## src/rtl/bcmc_pkg.sv

```systemverilog
// Shared types, codes and the charger command filter for the charge mode controller.
// No dependencies; every other file in rtl/ uses this package by scoped names.
package bcmc_pkg;

   // Charge modes
   localparam logic [1:0] MODE_OFF  = 2'd0;
   localparam logic [1:0] MODE_SLOW = 2'd1;
   localparam logic [1:0] MODE_FAST = 2'd2;
   localparam logic [1:0] MODE_DIS  = 2'd3;
   // Previous-mode register value before any mode was chosen
   localparam logic [2:0] PREV_NONE = 3'd7;

   // Charger commands
   localparam logic [1:0] CMD_DIS  = 2'd0;
   localparam logic [1:0] CMD_SLOW = 2'd1;
   localparam logic [1:0] CMD_FAST = 2'd2;

   // Cable sources
   localparam logic [1:0] SRC_NONE     = 2'd0;
   localparam logic [1:0] SRC_USB      = 2'd1;
   localparam logic [1:0] SRC_AC       = 2'd2;
   localparam logic [1:0] SRC_RESERVED = 2'd3;

   // Level thresholds (percent)
   localparam logic [7:0] LEVEL_NOT_FULL_MAX = 8'd99;
   localparam logic [7:0] LEVEL_FULL         = 8'd100;

   // Configuration register indexes
   localparam logic [2:0] CSR_CRIT_TEMP        = 3'd0;
   localparam logic [2:0] CSR_HOT_TEMP         = 3'd1;
   localparam logic [2:0] CSR_WARM_TEMP        = 3'd2;
   localparam logic [2:0] CSR_HOT_MAX_MV       = 3'd3;
   localparam logic [2:0] CSR_HOT_MIN_MV       = 3'd4;
   localparam logic [2:0] CSR_DISABLE_MIN_MV   = 3'd5;
   localparam logic [2:0] CSR_CHARGE_TIMEOUT_S = 3'd6;
   localparam logic [2:0] CSR_FULL_CURRENT_MA  = 3'd7;

   localparam int CSR_DATA_W = 16;

   typedef struct packed {
      logic signed [11:0] crit_temp;
      logic signed [11:0] hot_temp;
      logic signed [11:0] warm_temp;
      logic [12:0]        hot_max_mv;
      logic [12:0]        hot_min_mv;
      logic [12:0]        disable_min_mv;
      logic [15:0]        charge_timeout_s;
      logic signed [12:0] full_current_ma;
   } cfg_type;

   typedef struct packed {
      logic signed [11:0] temperature;
      logic [12:0]        batt_mv;
      logic [7:0]         level_pct;
      logic               gauge_full_bit;
      logic signed [12:0] avg_current_ma;
      logic [1:0]         source;
      logic               battery_known;
      logic [31:0]        poll_time_s;
   } poll_type;

   // One result transaction, without the per-poll status fields
   typedef struct packed {
      logic [1:0] charger_cmd;
      logic       cmd_valid;
      logic       cc_write;
      logic       cc_enable;
   } item_type;

   // All result transactions of one poll
   typedef struct packed {
      item_type [2:0] item;
      logic [1:0]     last_idx;
      logic [1:0]     mode;
      logic           is_full;
      logic           in_cooldown;
   } bundle_type;

   typedef struct packed {
      logic [1:0] sent;
      logic       ok;
      logic [1:0] prev;
   } send_type;

   // Repeat filter: unknown battery always sends disable; otherwise drop repeats.
   function automatic send_type send_cmd(input logic [1:0] cmd, input logic known,
                                         input logic [1:0] prev);
      send_type s;
      if (!known) begin
         s.sent = CMD_DIS;
         s.ok   = 1'b1;
         s.prev = CMD_DIS;
      end else if (prev == cmd) begin
         s.sent = CMD_DIS;
         s.ok   = 1'b0;
         s.prev = prev;
      end else begin
         s.sent = cmd;
         s.ok   = 1'b1;
         s.prev = cmd;
      end
      return s;
   endfunction

endpackage

```

## src/rtl/bcmc_csr.sv

```systemverilog
// Configuration register file for the charge mode controller.
// Depends on bcmc_pkg (cfg_type, register indexes).
module bcmc_csr (
   input  logic                           clock,
   input  logic                           reset,
   input  logic                           csr_wr_en,
   input  logic [2:0]                     csr_index,
   input  logic [bcmc_pkg::CSR_DATA_W-1:0] csr_wdata,
   output bcmc_pkg::cfg_type              cfg
);

   bcmc_pkg::cfg_type cfg_ff;

   always_ff @(posedge clock) begin
      if (reset) begin
         cfg_ff.crit_temp        <= 12'sd600;
         cfg_ff.hot_temp         <= 12'sd500;
         cfg_ff.warm_temp        <= 12'sd450;
         cfg_ff.hot_max_mv       <= 13'd4100;
         cfg_ff.hot_min_mv       <= 13'd3800;
         cfg_ff.disable_min_mv   <= 13'd4100;
         cfg_ff.charge_timeout_s <= 16'd3600;
         cfg_ff.full_current_ma  <= 13'sd40;
      end else if (csr_wr_en) begin
         case (csr_index)
            bcmc_pkg::CSR_CRIT_TEMP:        cfg_ff.crit_temp        <= csr_wdata[11:0];
            bcmc_pkg::CSR_HOT_TEMP:         cfg_ff.hot_temp         <= csr_wdata[11:0];
            bcmc_pkg::CSR_WARM_TEMP:        cfg_ff.warm_temp        <= csr_wdata[11:0];
            bcmc_pkg::CSR_HOT_MAX_MV:       cfg_ff.hot_max_mv       <= csr_wdata[12:0];
            bcmc_pkg::CSR_HOT_MIN_MV:       cfg_ff.hot_min_mv       <= csr_wdata[12:0];
            bcmc_pkg::CSR_DISABLE_MIN_MV:   cfg_ff.disable_min_mv   <= csr_wdata[12:0];
            bcmc_pkg::CSR_CHARGE_TIMEOUT_S: cfg_ff.charge_timeout_s <= csr_wdata[15:0];
            bcmc_pkg::CSR_FULL_CURRENT_MA:  cfg_ff.full_current_ma  <= csr_wdata[12:0];
            default: ;
         endcase
      end
   end

   assign cfg = cfg_ff;

endmodule

```

## src/rtl/bcmc_core.sv

```systemverilog
// Mode decision logic and controller state (cooldown, full, last mode/command, seen time).
// Depends on bcmc_pkg; produces the result bundle of one poll per fire.
module bcmc_core (
   input  logic                  clock,
   input  logic                  reset,
   input  logic                  fire,
   input  bcmc_pkg::poll_type    poll,
   input  bcmc_pkg::cfg_type     cfg,
   output bcmc_pkg::bundle_type  bundle
);

   logic       cooldown_ff, cooldown_in;
   logic       full_ff, full_in;
   logic [2:0] prev_mode_ff, prev_mode_in;
   logic [31:0] seen_ff, seen_in;
   logic [1:0] prev_cmd_ff, prev_cmd_in;

   always_comb begin
      logic [1:0]  mode_w;
      logic [1:0]  en_cmd;
      logic [1:0]  cmd_w;
      logic [1:0]  pc_w;
      logic [32:0] limit_w;
      logic        timeout_w;
      logic        poke_w;
      logic        change_w;
      bcmc_pkg::send_type s0, s1, s2;
      bcmc_pkg::item_type mc_item;

      mode_w = poll.source;
      en_cmd = (poll.source == bcmc_pkg::SRC_AC) ? bcmc_pkg::CMD_FAST : bcmc_pkg::CMD_SLOW;

      // full latch
      full_in = full_ff;
      if (poll.level_pct <= bcmc_pkg::LEVEL_NOT_FULL_MAX) full_in = 1'b0;
      if (poll.gauge_full_bit && (poll.avg_current_ma <= cfg.full_current_ma) &&
          (poll.level_pct == bcmc_pkg::LEVEL_FULL)) begin
         full_in = 1'b1;
         mode_w  = bcmc_pkg::MODE_DIS;
      end

      // thermal handling
      cooldown_in = cooldown_ff;
      if (poll.temperature >= cfg.hot_temp) begin
         if (poll.temperature >= cfg.crit_temp) mode_w = bcmc_pkg::MODE_DIS;
         if (poll.batt_mv >= cfg.hot_max_mv) cooldown_in = 1'b1;
      end
      if ((poll.temperature >= cfg.warm_temp) && (mode_w == bcmc_pkg::MODE_FAST))
         mode_w = bcmc_pkg::MODE_SLOW;
      if (cooldown_in) begin
         if ((poll.temperature < cfg.warm_temp) || (poll.batt_mv <= cfg.hot_min_mv))
            cooldown_in = 1'b0;
         else
            mode_w = bcmc_pkg::MODE_DIS;
      end

      // charge timeout, 33 bits so the sum never wraps
      limit_w   = {1'b0, seen_ff} + {17'd0, cfg.charge_timeout_s};
      timeout_w = {1'b0, poll.poll_time_s} > limit_w;
      poke_w    = 1'b0;
      seen_in   = seen_ff;
      if (full_in) begin
         seen_in = poll.poll_time_s;
      end else if ((prev_mode_ff != {1'b0, bcmc_pkg::MODE_OFF}) && timeout_w) begin
         if (prev_mode_ff == {1'b0, bcmc_pkg::MODE_DIS}) begin
            poke_w  = 1'b1;
            seen_in = poll.poll_time_s;
         end else begin
            mode_w = bcmc_pkg::MODE_OFF;
         end
      end

      if (poll.source == bcmc_pkg::SRC_NONE) mode_w = bcmc_pkg::MODE_OFF;
      if ((mode_w == bcmc_pkg::MODE_DIS) && (poll.batt_mv < cfg.disable_min_mv))
         mode_w = bcmc_pkg::MODE_OFF;

      change_w = prev_mode_ff != {1'b0, mode_w};
      if (change_w && (mode_w != bcmc_pkg::MODE_OFF)) seen_in = poll.poll_time_s;
      prev_mode_in = change_w ? {1'b0, mode_w} : prev_mode_ff;

      // command chain: poke disable, poke enable, mode-change command
      s0   = bcmc_pkg::send_cmd(bcmc_pkg::CMD_DIS, poll.battery_known, prev_cmd_ff);
      s1   = bcmc_pkg::send_cmd(en_cmd, poll.battery_known, s0.prev);
      pc_w = poke_w ? s1.prev : prev_cmd_ff;
      if (mode_w == bcmc_pkg::MODE_OFF)      cmd_w = bcmc_pkg::CMD_DIS;
      else if (mode_w == bcmc_pkg::MODE_DIS) cmd_w = en_cmd;
      else                                   cmd_w = mode_w;
      s2 = bcmc_pkg::send_cmd(cmd_w, poll.battery_known, pc_w);
      prev_cmd_in = change_w ? s2.prev : pc_w;

      mc_item.charger_cmd = s2.sent;
      mc_item.cmd_valid   = s2.ok;
      mc_item.cc_write    = 1'b1;
      mc_item.cc_enable   = mode_w != bcmc_pkg::MODE_DIS;

      bundle = '0;
      if (poke_w) begin
         bundle.item[0] = '{charger_cmd: s0.sent, cmd_valid: s0.ok,
                            cc_write: 1'b0, cc_enable: 1'b0};
         bundle.item[1] = '{charger_cmd: s1.sent, cmd_valid: s1.ok,
                            cc_write: 1'b0, cc_enable: 1'b0};
         if (change_w) begin
            bundle.item[2]  = mc_item;
            bundle.last_idx = 2'd2;
         end else begin
            bundle.last_idx = 2'd1;
         end
      end else begin
         if (change_w) bundle.item[0] = mc_item;
         bundle.last_idx = 2'd0;
      end
      bundle.mode        = mode_w;
      bundle.is_full     = full_in;
      bundle.in_cooldown = cooldown_in;
   end

   always_ff @(posedge clock) begin
      if (reset) begin
         cooldown_ff  <= 1'b0;
         full_ff      <= 1'b0;
         prev_mode_ff <= bcmc_pkg::PREV_NONE;
         seen_ff      <= '0;
         prev_cmd_ff  <= bcmc_pkg::CMD_DIS;
      end else if (fire) begin
         cooldown_ff  <= cooldown_in;
         full_ff      <= full_in;
         prev_mode_ff <= prev_mode_in;
         seen_ff      <= seen_in;
         prev_cmd_ff  <= prev_cmd_in;
      end
   end

endmodule

```

## src/rtl/bcmc_seq.sv

```systemverilog
// Result register and item sequencer: holds one poll's bundle and sends its items in order.
// Depends on bcmc_pkg (bundle_type, item_type).
module bcmc_seq (
   input  logic                 clock,
   input  logic                 reset,
   input  logic                 load,
   input  bcmc_pkg::bundle_type bundle,
   output logic                 free,
   output logic                 rsp_valid,
   input  logic                 rsp_stall,
   output logic [1:0]           rsp_charger_cmd,
   output logic                 rsp_cmd_valid,
   output logic                 rsp_cc_write,
   output logic                 rsp_cc_enable,
   output logic [1:0]           rsp_mode,
   output logic                 rsp_is_full,
   output logic                 rsp_in_cooldown,
   output logic                 rsp_last_item
);

   bcmc_pkg::bundle_type bundle_ff;
   logic                 valid_ff;
   logic [1:0]           idx_ff;
   logic                 take;
   logic                 last;
   bcmc_pkg::item_type   cur;

   assign last = idx_ff == bundle_ff.last_idx;
   assign take = valid_ff && !rsp_stall;
   assign free = !valid_ff || (take && last);

   always_comb begin
      case (idx_ff)
         2'd0:    cur = bundle_ff.item[0];
         2'd1:    cur = bundle_ff.item[1];
         2'd2:    cur = bundle_ff.item[2];
         default: cur = '0;
      endcase
   end

   always_ff @(posedge clock) begin
      if (reset) begin
         valid_ff <= 1'b0;
         idx_ff   <= 2'd0;
      end else if (load) begin
         valid_ff <= 1'b1;
         idx_ff   <= 2'd0;
      end else if (take) begin
         if (last) valid_ff <= 1'b0;
         else      idx_ff   <= idx_ff + 2'd1;
      end
   end

   always_ff @(posedge clock) begin
      if (load) bundle_ff <= bundle;
   end

   assign rsp_valid       = valid_ff;
   assign rsp_charger_cmd = cur.charger_cmd;
   assign rsp_cmd_valid   = cur.cmd_valid;
   assign rsp_cc_write    = cur.cc_write;
   assign rsp_cc_enable   = cur.cc_enable;
   assign rsp_mode        = bundle_ff.mode;
   assign rsp_is_full     = bundle_ff.is_full;
   assign rsp_in_cooldown = bundle_ff.in_cooldown;
   assign rsp_last_item   = last;

   // suppressed or absent commands go out as zero
   a_cmd_zero: assert property (@(posedge clock) disable iff (reset)
      rsp_valid && !rsp_cmd_valid |-> rsp_charger_cmd == bcmc_pkg::CMD_DIS)
      else $error("charger_cmd set without cmd_valid");

   a_cc_zero: assert property (@(posedge clock) disable iff (reset)
      rsp_valid && !rsp_cc_write |-> !rsp_cc_enable)
      else $error("cc_enable set without cc_write");

   // items of one poll share the status fields
   a_poll_status: assert property (@(posedge clock) disable iff (reset)
      rsp_valid && !rsp_stall && !rsp_last_item |=>
         rsp_valid && $stable(rsp_mode) && $stable(rsp_is_full) && $stable(rsp_in_cooldown))
      else $error("poll ended without last item or status changed mid-poll");

   a_idx_range: assert property (@(posedge clock) disable iff (reset)
      valid_ff |-> idx_ff <= bundle_ff.last_idx)
      else $error("item index past end of poll");

endmodule

```

## src/rtl/battery_charge_mode_controller.sv

```systemverilog
// Battery charge mode controller, top level.
// Path: input register, core, result register. Throughput: one poll per cycle when
// rsp_stall is low and each poll yields one transaction; a poll with more (timeout
// poke, up to 3) holds the result register until its last transaction is taken.
// Reset (synchronous, active high): config to defaults, flags clear, no mode yet,
// last command disable, seen time 0, both pipeline stages empty.
module battery_charge_mode_controller (
   input  logic                             clock,
   input  logic                             reset,
   // poll input channel
   input  logic                             req_valid,
   output logic                             req_stall,
   input  logic signed [11:0]               req_temperature,
   input  logic [12:0]                      req_batt_mv,
   input  logic [7:0]                       req_level_pct,
   input  logic                             req_gauge_full_bit,
   input  logic signed [12:0]               req_avg_current_ma,
   input  logic [1:0]                       req_source,
   input  logic                             req_battery_known,
   input  logic [31:0]                      req_poll_time_s,
   // result channel
   output logic                             rsp_valid,
   input  logic                             rsp_stall,
   output logic [1:0]                       rsp_charger_cmd,
   output logic                             rsp_cmd_valid,
   output logic                             rsp_cc_write,
   output logic                             rsp_cc_enable,
   output logic [1:0]                       rsp_mode,
   output logic                             rsp_is_full,
   output logic                             rsp_in_cooldown,
   output logic                             rsp_last_item,
   // configuration write port
   input  logic                             csr_wr_en,
   input  logic [2:0]                       csr_index,
   input  logic [bcmc_pkg::CSR_DATA_W-1:0]  csr_wdata
);

   bcmc_pkg::cfg_type    cfg;
   bcmc_pkg::poll_type   poll_ff;
   bcmc_pkg::bundle_type bundle;
   logic                 poll_valid_ff;
   logic                 free;
   logic                 advance;
   logic                 accept;

   // Input register: a poll waits here while the result register is busy,
   // so a new transaction can be taken while a result is still stalled.
   assign advance   = poll_valid_ff && free;
   assign req_stall = poll_valid_ff && !free;
   assign accept    = req_valid && !req_stall;

   always_ff @(posedge clock) begin
      if (reset) begin
         poll_valid_ff <= 1'b0;
      end else if (accept) begin
         poll_valid_ff <= 1'b1;
      end else if (advance) begin
         poll_valid_ff <= 1'b0;
      end
   end

   always_ff @(posedge clock) begin
      if (accept) begin
         poll_ff.temperature    <= req_temperature;
         poll_ff.batt_mv        <= req_batt_mv;
         poll_ff.level_pct      <= req_level_pct;
         poll_ff.gauge_full_bit <= req_gauge_full_bit;
         poll_ff.avg_current_ma <= req_avg_current_ma;
         poll_ff.source         <= req_source;
         poll_ff.battery_known  <= req_battery_known;
         poll_ff.poll_time_s    <= req_poll_time_s;
      end
   end

   bcmc_csr u_csr (
      .clock     (clock),
      .reset     (reset),
      .csr_wr_en (csr_wr_en),
      .csr_index (csr_index),
      .csr_wdata (csr_wdata),
      .cfg       (cfg)
   );

   // State updates in the same cycle the poll moves into the result register.
   bcmc_core u_core (
      .clock  (clock),
      .reset  (reset),
      .fire   (advance),
      .poll   (poll_ff),
      .cfg    (cfg),
      .bundle (bundle)
   );

   bcmc_seq u_seq (
      .clock           (clock),
      .reset           (reset),
      .load            (advance),
      .bundle          (bundle),
      .free            (free),
      .rsp_valid       (rsp_valid),
      .rsp_stall       (rsp_stall),
      .rsp_charger_cmd (rsp_charger_cmd),
      .rsp_cmd_valid   (rsp_cmd_valid),
      .rsp_cc_write    (rsp_cc_write),
      .rsp_cc_enable   (rsp_cc_enable),
      .rsp_mode        (rsp_mode),
      .rsp_is_full     (rsp_is_full),
      .rsp_in_cooldown (rsp_in_cooldown),
      .rsp_last_item   (rsp_last_item)
   );

endmodule
```

## config.mk

```make
export PLATFORM = sky130hd
export DESIGN_NAME = battery_charge_mode_controller
export DESIGN_NICKNAME = d
export VERILOG_FILES = /design/src/rtl/bcmc_pkg.sv /design/src/rtl/bcmc_csr.sv /design/src/rtl/bcmc_core.sv /design/src/rtl/bcmc_seq.sv /design/src/rtl/battery_charge_mode_controller.sv
export SDC_FILE = /design/constraint.sdc
export NUM_CORES = 1
export LEC_CHECK = 0
export ABC_AREA = 1
export BUFFER_PORTS_ARGS = -buffer_cell sky130_fd_sc_hd__clkbuf_2
export CORE_MARGIN = 4
export CORE_UTILIZATION = 55
export CTS_CLUSTER_DIAMETER = 60
export CTS_CLUSTER_SIZE = 28
export DETAILED_ROUTE_END_ITERATION = 12
export GPL_TIMING_DRIVEN = 0
export PLACE_DENSITY = 0.8
export SLEW_MARGIN = 15
export SYNTH_ARGS = -nofsm -noshare
export SYNTH_HDL_FRONTEND = slang
export SYNTH_SLANG_ARGS = --single-unit
export TNS_END_PERCENT = 50
```

## constraint.sdc

```tcl
create_clock -name clock -period 7.41 [get_ports clock]
set_clock_uncertainty 0.2 [all_clocks]
set_input_delay 1.482 -clock clock [delete_from_list [all_inputs] [get_ports clock]]
set_output_delay 1.482 -clock clock [all_outputs]
set_load 0.02 [all_outputs]
```

; Yosys cells after proc, flatten, opt, wreduce, memory -nomap -nowiden
; Cells that the tools add are included.
[totals]
word_cells = 162
reg_bits = 250
out_inout_bits = 12
in_bits = 106
[op_classes]
n_mux = 44
addsub = 2
n_eq_ne = 20
order_cmp = 10
n_reduce_logical = 43
n_bitwise = 3
[op_table]
columns = operator, count
row1 = $mux 32, 4
row2 = $ge 12x12->1, 3
row3 = $mux 2, 17
row4 = $add 32x16->33, 1
row5 = $gt 32x33->1, 1
row6 = $mux 5, 6
row7 = $le 13x13->1, 2
row8 = $reduce_and 2->1, 11
row9 = $pmux 5 s3, 1
row10 = $mux 1, 14
row11 = $ge 13x13->1, 1
row12 = $lt 13x13->1, 1
row13 = $eq 3x3->1 const B, 4
row14 = $lt 12x12->1, 1
row15 = $logic_and 1x1->1, 11
row16 = $eq 2x2->1 const B, 5
row17 = $eq 3x2->1 const B, 3
row18 = $reduce_bool 3->1, 3
row19 = $eq 8x7->1 const B, 1
row20 = $le 8x7->1 const B, 1
row21 = $logic_not 2->1, 4
row22 = $reduce_bool 2->1, 4
row23 = $mux 7, 1
row24 = $eq 2x2->1, 3
row25 = other kinds (13), 19

; Depth between registers and ports, before layout
; Gate-level depths: netlist of the first run.
[logic_depth]
ltp_word = 26
mapped_depth = 37
depth_no_buf = 36

; Hierarchy
; A second synthesis of the first run with hierarchy kept.
[unflattened]
cells_unflattened = 1790
area_unflattened_um2 = 14298.7
[modules_own_cells]
columns = module, seq_area_each_um2, instances, cells_per_inst, area_per_inst_um2
row1 = bcmc_core, 780.7, 1, 1041, 6755.2
row2 = bcmc_csr, 2082.0, 1, 569, 3987.6
row3 = battery_charge_mode_controller, 2482.4, 1, 91, 2518.7
row4 = bcmc_seq, 690.7, 1, 89, 1037.2

; Worst setup path before layout of the first run
; Ideal clock, no wire load.
[synth_path]
path_type = reg2reg
from = register u_csr.cfg_ff, in the netlist u_csr.cfg[15]
to = register u_core.seen_ff[0]
required_time_ns = 7.095
arrival_ns = 4.606
path_stages_with_launch = 33
path_buffers = 1
setup_time_ns = 0.115
slack_ns = 2.489
synth_period_minus_slack_ns = 4.921
path_cell_list = dfxtp_1 > ha_1 > nand3_1 > nand2_1 > a21oi_1 > o21ai_1 > a21boi_1 > o21ai_0 > a21boi_0 > o21ai_1 > nand3_1 > nand2_1 > nand3_1 > nor2_1 > nand2_1 > o21bai_1 > nand2_1 > ha_1 > nand2_1 > or4_1 > nor2_1 > a21oi_4 > nand3_4 > nand3_4 > nor2_8 > nand2_1 > nand2_1 > nand3_4 > nand2_4 > nand2_4 > buf_6 > a21oi_1 > nor2_1
[synth_rtl]
columns = element, line_no
row1 = start: declaration, bcmc_csr.sv:12  ; bcmc_pkg::cfg_type cfg_ff;
row2 = end signal: assignment, bcmc_core.sv:128  ; seen_ff <= seen_in;
row3 = end: declaration, bcmc_core.sv:15  ; logic [31:0] seen_ff, seen_in;

==> results.md, run 1 <==
- Hold Vio Cnt, Final: 0
- Post_cts resized: 0
- Endpoint of the worst register-to-register path: u_core.seen_ff[7]
- Number of nets produced by synthesis: 1821
- GRT Total Usage: 23.83%
- Core Util, Final: 64.03%
- Std-Cell Core Area: 0.02375 mm²
- Cell with the most instances after synthesis: nand2_1
- Count of input and output buffers: 115
- Post-layout instance count excluding filler cells: 2054
- DR vias: 11210
- Remaining max-slew budget at the tightest pin: 46.70%
- Synth Warn #: 0
- Cell accounting for the most synthesized area: edfxtp_1
- Critical path class: flip-flop to flip-flop
- Net load switching power: 950.2 µW
- Wire length reported by the detailed router: 32120 µm
- Number of placed cells counting well taps: 2010
- Starting DRT DRC Count: 740
- Setup violators final: 0
- Clock slew at the register clock pins of the worst setup and hold paths: 0.07 ns
- Area share of the largest cell type after synthesis: 22.39%
- Per-cell routed wire length: 15.64 µm
- Rows: 56
- Critical Path Start Type: flip-flop
- Reg power frac: 46.7%
- Pin count of the biggest net entering global routing: 52
- Max Clk Rate: 165.5 MHz
- Share of post-route cells with drive strength above 1: 13.14%
- Starting utilization of the core area: 56.47%
- DRC viols: 0
- Portion of the post-synthesis area used by sequential elements: 44.32%
- Worst IR drop on VDD: 0.1995 mV
- CP Max Fanout: 10
- EDFF count, synth: 100
- Number of antenna violations at the first check in global routing: 0
- Area growth, synth to finish: 13.39%
- Vias per std cell: 5.457
- Source of the critical timing path: u_csr.cfg[15]
- Grt total ovfl: 0
- Post-CTS setup-driven buffer insertion count: 0
- Slew @ Worst Pin: 0.7965 ns
- Die W: 164.2 µm
- Status: finished, final reports clean
- Accumulated negative setup slack: 0 ns
- Final Cycle Share: 81.54%
- Post-synth cell types: 57
- Path category of the worst min-delay check: flip-flop to flip-flop
- Synth cell count leaders: nand2_1, inv_1, a21oi_1, dfxtp_1, nor2_1
- Detailed-placement wirelength estimate: 24000 µm
- Worst reg-to-reg setup slack: 1.37 ns
- Netlist area before placement: 0.01341 mm²
- First-pass GRT wire length: 52130 µm
- Die span in y: 164.2 µm
- Switching part of the total power: 28.84%
- Number of standard cells after synthesis: 1575
- Async S/R FF share, synth: 0%
- Cell types with the largest area share after synthesis: edfxtp_1, dfxtp_1, ha_1
- Hold buffer count at CTS: 0
- # fillers: 1982
- Clock latency of the later-clocked register in the worst-skew pair: 0.53 ns
- Post-Syn Area per Cell: 8.517 µm²
- Areal power density over the cells: 216.7 mW/mm²
- Critical path capture point type: flip-flop
- Worst path required time: 7.62 ns
- Antenna Diode Count: 0
- Internal power component: 2.345 mW
- Worst EP arrival: 6.25 ns
- Root buffer cell: clkbuf_16
- Slowest stage cell, crit path: ha_1
- CP dominant cell by count: nand2_1
- # nets final: 1963
- Reg2Reg Depth: 32
- Post-route antenna net violation count: 0
- I/O pins: 118
- Number of detailed-routing iterations run before antenna repair: 5
- Count of final max-slew check failures: 0
- Max-cap check violation count: 0
- CP peak stage delay: 0.35 ns
- Time the final worst path needs with I/O delays and setup: 6.042 ns
- Clock tree from TritonCTS: done
- Hold endpoint: u_csr.cfg[56]
- RSZ-0062 raised after global routing: no
- Seq cells post-synth: 247
- Num CTS Buffers: 24
- Maximum level of the CTS H-tree: 1
- Clock sink count: 247
- Clock share of power: 36.9%
- Worst min-delay path startpoint: u_csr.cfg[56]
- Number of instances on the worst hold path: 2
- Via count of the first global-routing pass: 10830
- Buffers from clock root to sink, at most: 3
- Total Die Area: 0.02695 mm²
- Final RePlAce weighted congestion: 0.9536
- Reported leakage power: 6.925 nW
- Power, Total: 3.295 mW
- Share of power burned in combinational logic: 16.4%
- Post-synth top flop: dfxtp_1
- FF-to-FF Start: u_csr.cfg[15]
==> flip-flops by register name (all words and copies together) (netlist names) <==
register               count
u_seq.rsp_is_full          1
u_seq.rsp_in_cooldown      1
u_core.prev_cmd_ff         2
u_seq.bundle_ff           14
u_core.full_ff             1
u_core.prev_mode_ff        3
u_seq.rsp_mode             2
poll_valid_ff              1
u_seq.rsp_valid            1
u_core.cooldown_ff         1
poll_ff                   82
u_csr.cfg                104
u_core.seen_ff            32
u_seq.idx_ff               2
==> stage by stage <==
| step | hold WS [ns] | cell area [µm²] | setup WS [ns] |
|---|---|---|---|
| 2_1_floorplan | 0.2353 | 13410 | 2.489 |
| 5_1_grt | 0.2841 | 15210 | 0.8406 |
| 3_5_place_dp | 0.2540 | 14420 | 1.556 |
| 6_report | 0.2609 | 15210 | 1.368 |
| 3_3_place_gp | 0.2470 | 14390 | 1.685 |
| 4_1_cts | 0.2637 | 15210 | 1.481 |
==> cell type report <==
type | instances | area [µm²] | area share, %
clock inverter | 14 | 135.1 | 0.8885
multi-input combinational | 1050 | 6361 | 41.82
sequential | 247 | 5946 | 39.09
tap | 319 | 399.1 | 2.624
buffer | 45 | 231.5 | 1.522
timing repair buffer | 116 | 603.1 | 3.965
inverter | 233 | 879.6 | 5.783
clock buffer | 30 | 654.4 | 4.302
==> how the worst max path moves through the flow <==
stage / endpoint / slack [ns] / cells past startpoint
2_1_floorplan: u_core.seen_ff[0] / 2.49 / 32
3_3_place_gp: u_core.seen_ff[0] / 1.69 / 32
3_5_place_dp: u_core.seen_ff[20] / 1.56 / 32
4_1_cts: u_core.seen_ff[7] / 1.48 / 32
5_1_grt: u_seq.bundle_ff[8] / 0.84 / 28
6_report: u_core.seen_ff[7] / 1.37 / 32
==> power by group through the flow <==
stage	Clock, mW	Combinational, mW	Sequential, mW
2_1_floorplan	0	0.385	1.55
3_3_place_gp	0	0.509	1.57
3_5_place_dp	0	0.533	1.57
4_1_cts	1.24	0.538	1.54
5_1_grt	1.30	0.613	1.55
6_report	1.22	0.540	1.54
==> kinds of logic after synthesis <==
group	Yosys count	share of synthesized area, %
and+or+nand+nor	574	19.94
AOI/OAI and AO/OA	305	12.38
buffers and inverters	278	8.255
DFF	247	44.32
adders and majority gates	140	13.11
xor gates and xnor gates	30	1.959
other	1	0.02796
==> worst max-delay path, delay by kind of cell, from the launching register on <==
family,cells,cell delay (ns)
xor+xnor,1,0.19
fa+ha+maj,2,0.63
simple gates,20,2.81
flops,1,0.32
buf+inv,1,0.17
compound gates,8,1.59
==> layer usage <==
metal  share of wire [%]  vias to the layer above  track usage (%)
met3                 5.8                       98            3.162
met1                  43                     5215            31.01
met4                 4.1                        0            9.035
met5                   0                        -                0
met2                  47                      354            40.51
li1                    -                     5542                -
==> placed cells by master (no fill, tap or decap), drive strengths merged, types with 2 or more instances in the layout <==
cell	synthesis	routed
nand2	288	288
inv	232	237
clkbuf	30	175
a21oi	160	160
dfxtp	147	147
nor2	145	145
ha	139	139
edfxtp	100	100
o21ai	97	97
nand3	85	85
o211ai	29	29
nand4	24	24
xor2	18	18
buf	15	16
nor3	15	15
xnor2	12	12
clkinv	1	9
nor4	5	5
o21bai	4	4
and2	3	3
nand3b	3	3
a21boi	3	3
o21a	2	2
or2	2	2
a31oi	2	2
o22ai	2	2
Note: power is estimated with default switching activity, not from simulation.
==> inputs of run 2 (changes only) <==
==> constraint.sdc (replaced) <==
create_clock -name clock -period 5.9 [get_ports clock]
set_clock_uncertainty 0.2 [all_clocks]
set_input_delay 1.18 -clock clock [delete_from_list [all_inputs] [get_ports clock]]
set_output_delay 1.18 -clock clock [all_outputs]
set_load 0.02 [all_outputs]
==> run 2 against run 1 <==
  * Clock power is 25% higher
  * Total power rose by 26%
  * Register-to-register slack got worse by 0.92 ns
  * Global-route usage stayed put
  * Worst setup slack lost 0.92 ns
  * Flip-flop and latch count did not move
  * First-iteration DRC count decreased by 2.4%
  * Fmax increased by 11%
  * Sequential power is 25% higher
  * Utilization rose by 0.11 points
  * Via count fell by 0.39%
  * Non-clock buffer count did not move
  * Critical path type unchanged
  * Largest power group unchanged
==> results.md, run 2 (same netlist as run 1, synthesis figures left out) <==
- Clock latency of the later-clocked register in the worst-skew pair: 0.54 ns (about the same)
- Maximum level of the CTS H-tree: 1 (unchanged)
- Status: finished, final reports clean
- Post-route antenna net violation count: 0 (unchanged)
- I/O pins: 118 (unchanged)
- Clock sink count: 247 (unchanged)
- DRC viols: 0 (unchanged)
- Via count of the first global-routing pass: 10830 (unchanged)
- Reg area: 0.005946 mm² (unchanged)
- Path category of the worst min-delay check: flip-flop to flip-flop
- Hold_ws: 0.2602 ns (-0.0006810 ns)
- Setup WS post-layout: 0.4523 ns (-0.9154 ns)
- Accumulated negative setup slack: 0 ns (unchanged)
- Areal power density over the cells: 272.0 mW/mm² (+26%)
- Critical path class: flip-flop to flip-flop
- Die W: 164.2 µm (unchanged)
- Pin count of the biggest net entering global routing: 52 (unchanged)
- Core Util, Final: 64.14% (+0.11 points)
- Count of final max-slew check failures: 0 (unchanged)
- FF-to-FF Start: u_csr.cfg[15]
- Critical path capture point type: flip-flop
- Critical Path Start Type: flip-flop
- Clock slew at the register clock pins of the worst setup and hold paths: 0.07 ns (about the same)
- Setup WS pre-CTS: 0.04618 ns (-1.510 ns)
- Antenna Diode Count: 0 (unchanged)
- Wire length reported by the detailed router: 32160 µm (+0.12%)
- Final Cycle Share: 92.33% (+11 points)
- Area growth, synth to finish: 13.58%
- Root buffer cell: clkbuf_16
- Post-CTS setup-driven buffer insertion count: 0 (unchanged)
- Number of antenna violations at the first check in global routing: 0 (unchanged)
- # fillers: 1980 (-0.10%)
- Grt total ovfl: 0 (unchanged)
- CP dominant cell by count: nand2_1
- CP peak stage delay: 0.35 ns (about the same)
- Starting utilization of the core area: 56.47% (unchanged)
- Vias per std cell: 5.436 (-0.39%)
- Hold Vio Cnt, Final: 0 (unchanged)
- Worst IR drop on VDD: 0.2507 mV (+26%)
- Reg2Reg Depth: 32 (unchanged)
- Endpoint of the worst register-to-register path: u_core.seen_ff[7]
- Clock tree from TritonCTS: done
- Total Die Area: 0.02695 mm² (unchanged)
- # nets final: 1963 (unchanged)
- Die span in y: 164.2 µm (unchanged)
- Rows: 56 (unchanged)
- Hold endpoint: u_csr.cfg[56]
- Count of input and output buffers: 115 (unchanged)
- Slowest stage cell, crit path: ha_1
- Area occupied by multi-input gates: 0.006387 mm² (+0.41%)
- Power, Total: 4.144 mW (+26%)
- Worst EP arrival: 5.66 ns (-0.59 ns)
- GRT Total Usage: 23.83% (unchanged)
- Std-Cell Core Area: 0.02375 mm² (unchanged)
- First-pass GRT wire length: 52130 µm (unchanged)
- Num CTS Buffers: 24 (unchanged)
- Worst path required time: 6.11 ns (-1.51 ns)
- Number of instances on the worst hold path: 2 (unchanged)
- Share of post-route cells with drive strength above 1: 13.43% (+0.29 points)
- Setup violators final: 0 (unchanged)
- Reported leakage power: 6.930 nW (about the same)
- Most frequent cells in the layout: nand2_1, inv_1, a21oi_1, dfxtp_1
- Number of detailed-routing iterations run before antenna repair: 5 (unchanged)
- Flip-flop count of the largest register after layout: 104 (unchanged)
- Worst reg-to-reg setup slack: 0.45 ns (-0.92 ns)
- Starting DRT DRC Count: 722 (-2.4%)
- Max-cap check violation count: 0 (unchanged)
- Buffers from clock root to sink, at most: 3 (unchanged)
- CP Max Fanout: 10 (unchanged)
- Worst min-delay path startpoint: u_csr.cfg[56]
- Max Clk Rate: 183.6 MHz (+11%)
- Slew @ Worst Pin: 0.7926 ns (-0.003872 ns)
- RSZ-0062 raised after global routing: no
- Remaining max-slew budget at the tightest pin: 46.96% (+0.26 points)
- Hold buffer count at CTS: 0 (unchanged)
- Most frequent standard cell in the layout excluding fill and tap cells: nand2_1
- Time the final worst path needs with I/O delays and setup: 5.448 ns (-0.5946 ns)
- Per-cell routed wire length: 15.66 µm (+0.12%)
- Final RePlAce weighted congestion: 0.9536 (unchanged)
- DR vias: 11170 (-0.39%)
- Detailed-placement wirelength estimate: 24000 µm (unchanged)
run 2: cell type report:
| class | count | area share (%) |
|---|---|---|
| Timing Repair Buffer | 116 | 3.958 |
| Clock inverter | 14 | 0.8869 |
| Inverter | 233 | 5.773 |
| Buffer | 45 | 1.519 |
| Tap cell | 319 | 2.620 |
| Clock buffer | 30 | 4.295 |
| Sequential cell | 247 | 39.02 |
| Multi-Input combinational cell | 1050 | 41.92 |
run 2: how the worst max path moves through the flow:
stage                  start  cells after the start                 end
4_1_cts        u_csr.cfg[15]                     32   u_core.seen_ff[7]
3_3_place_gp   u_csr.cfg[15]                     32   u_core.seen_ff[0]
6_report       u_csr.cfg[15]                     32   u_core.seen_ff[7]
3_5_place_dp   u_csr.cfg[15]                     32  u_core.seen_ff[20]
2_1_floorplan  u_csr.cfg[15]                     32   u_core.seen_ff[0]
5_1_grt        u_csr.cfg[15]                     35  u_seq.bundle_ff[9]
run 2: critical path: cells and delay by family, from the launching register on:
kind | cells | cell delay [ns]
and+or+nand+nor | 20 | 2.66
AOI/OAI and AO/OA | 8 | 1.18
adders and majority gates | 2 | 0.63
DFF | 1 | 0.32
xor gates and xnor gates | 1 | 0.18
buffers and inverters | 1 | 0.18
run 2: timing repair:
item,4_1_cts,5_1_grt
endpoints found under the setup margin,6,45
pin swaps,0,1
resized for setup,1,9
run 2: layer usage:
| layer | GRT usage [%] | vias to the layer above | wire, µm |
|---|---|---|---|
| li1 | - | 5541 | - |
| met1 | 31.01 | 5180 | 13720 |
| met2 | 40.51 | 349 | 15150 |
| met3 | 3.162 | 95 | 1968 |
| met4 | 9.035 | 0 | 1318 |
| met5 | 0 | - | 0 |
run 2: through the flow:
step	instances	instance area (µm²)
after global placement	2009	14390
after global routing	2054	15240
after detailed placement	2010	14420
final	2054	15240
after floorplan	1575	13410
after CTS	2054	15210
run 2: where the power goes:
group	leakage [nW]	internal (mW)	switching, mW
Clock	0.384	0.819	0.711
Sequential	2.17	1.87	0.0605
Combinational	4.38	0.253	0.427
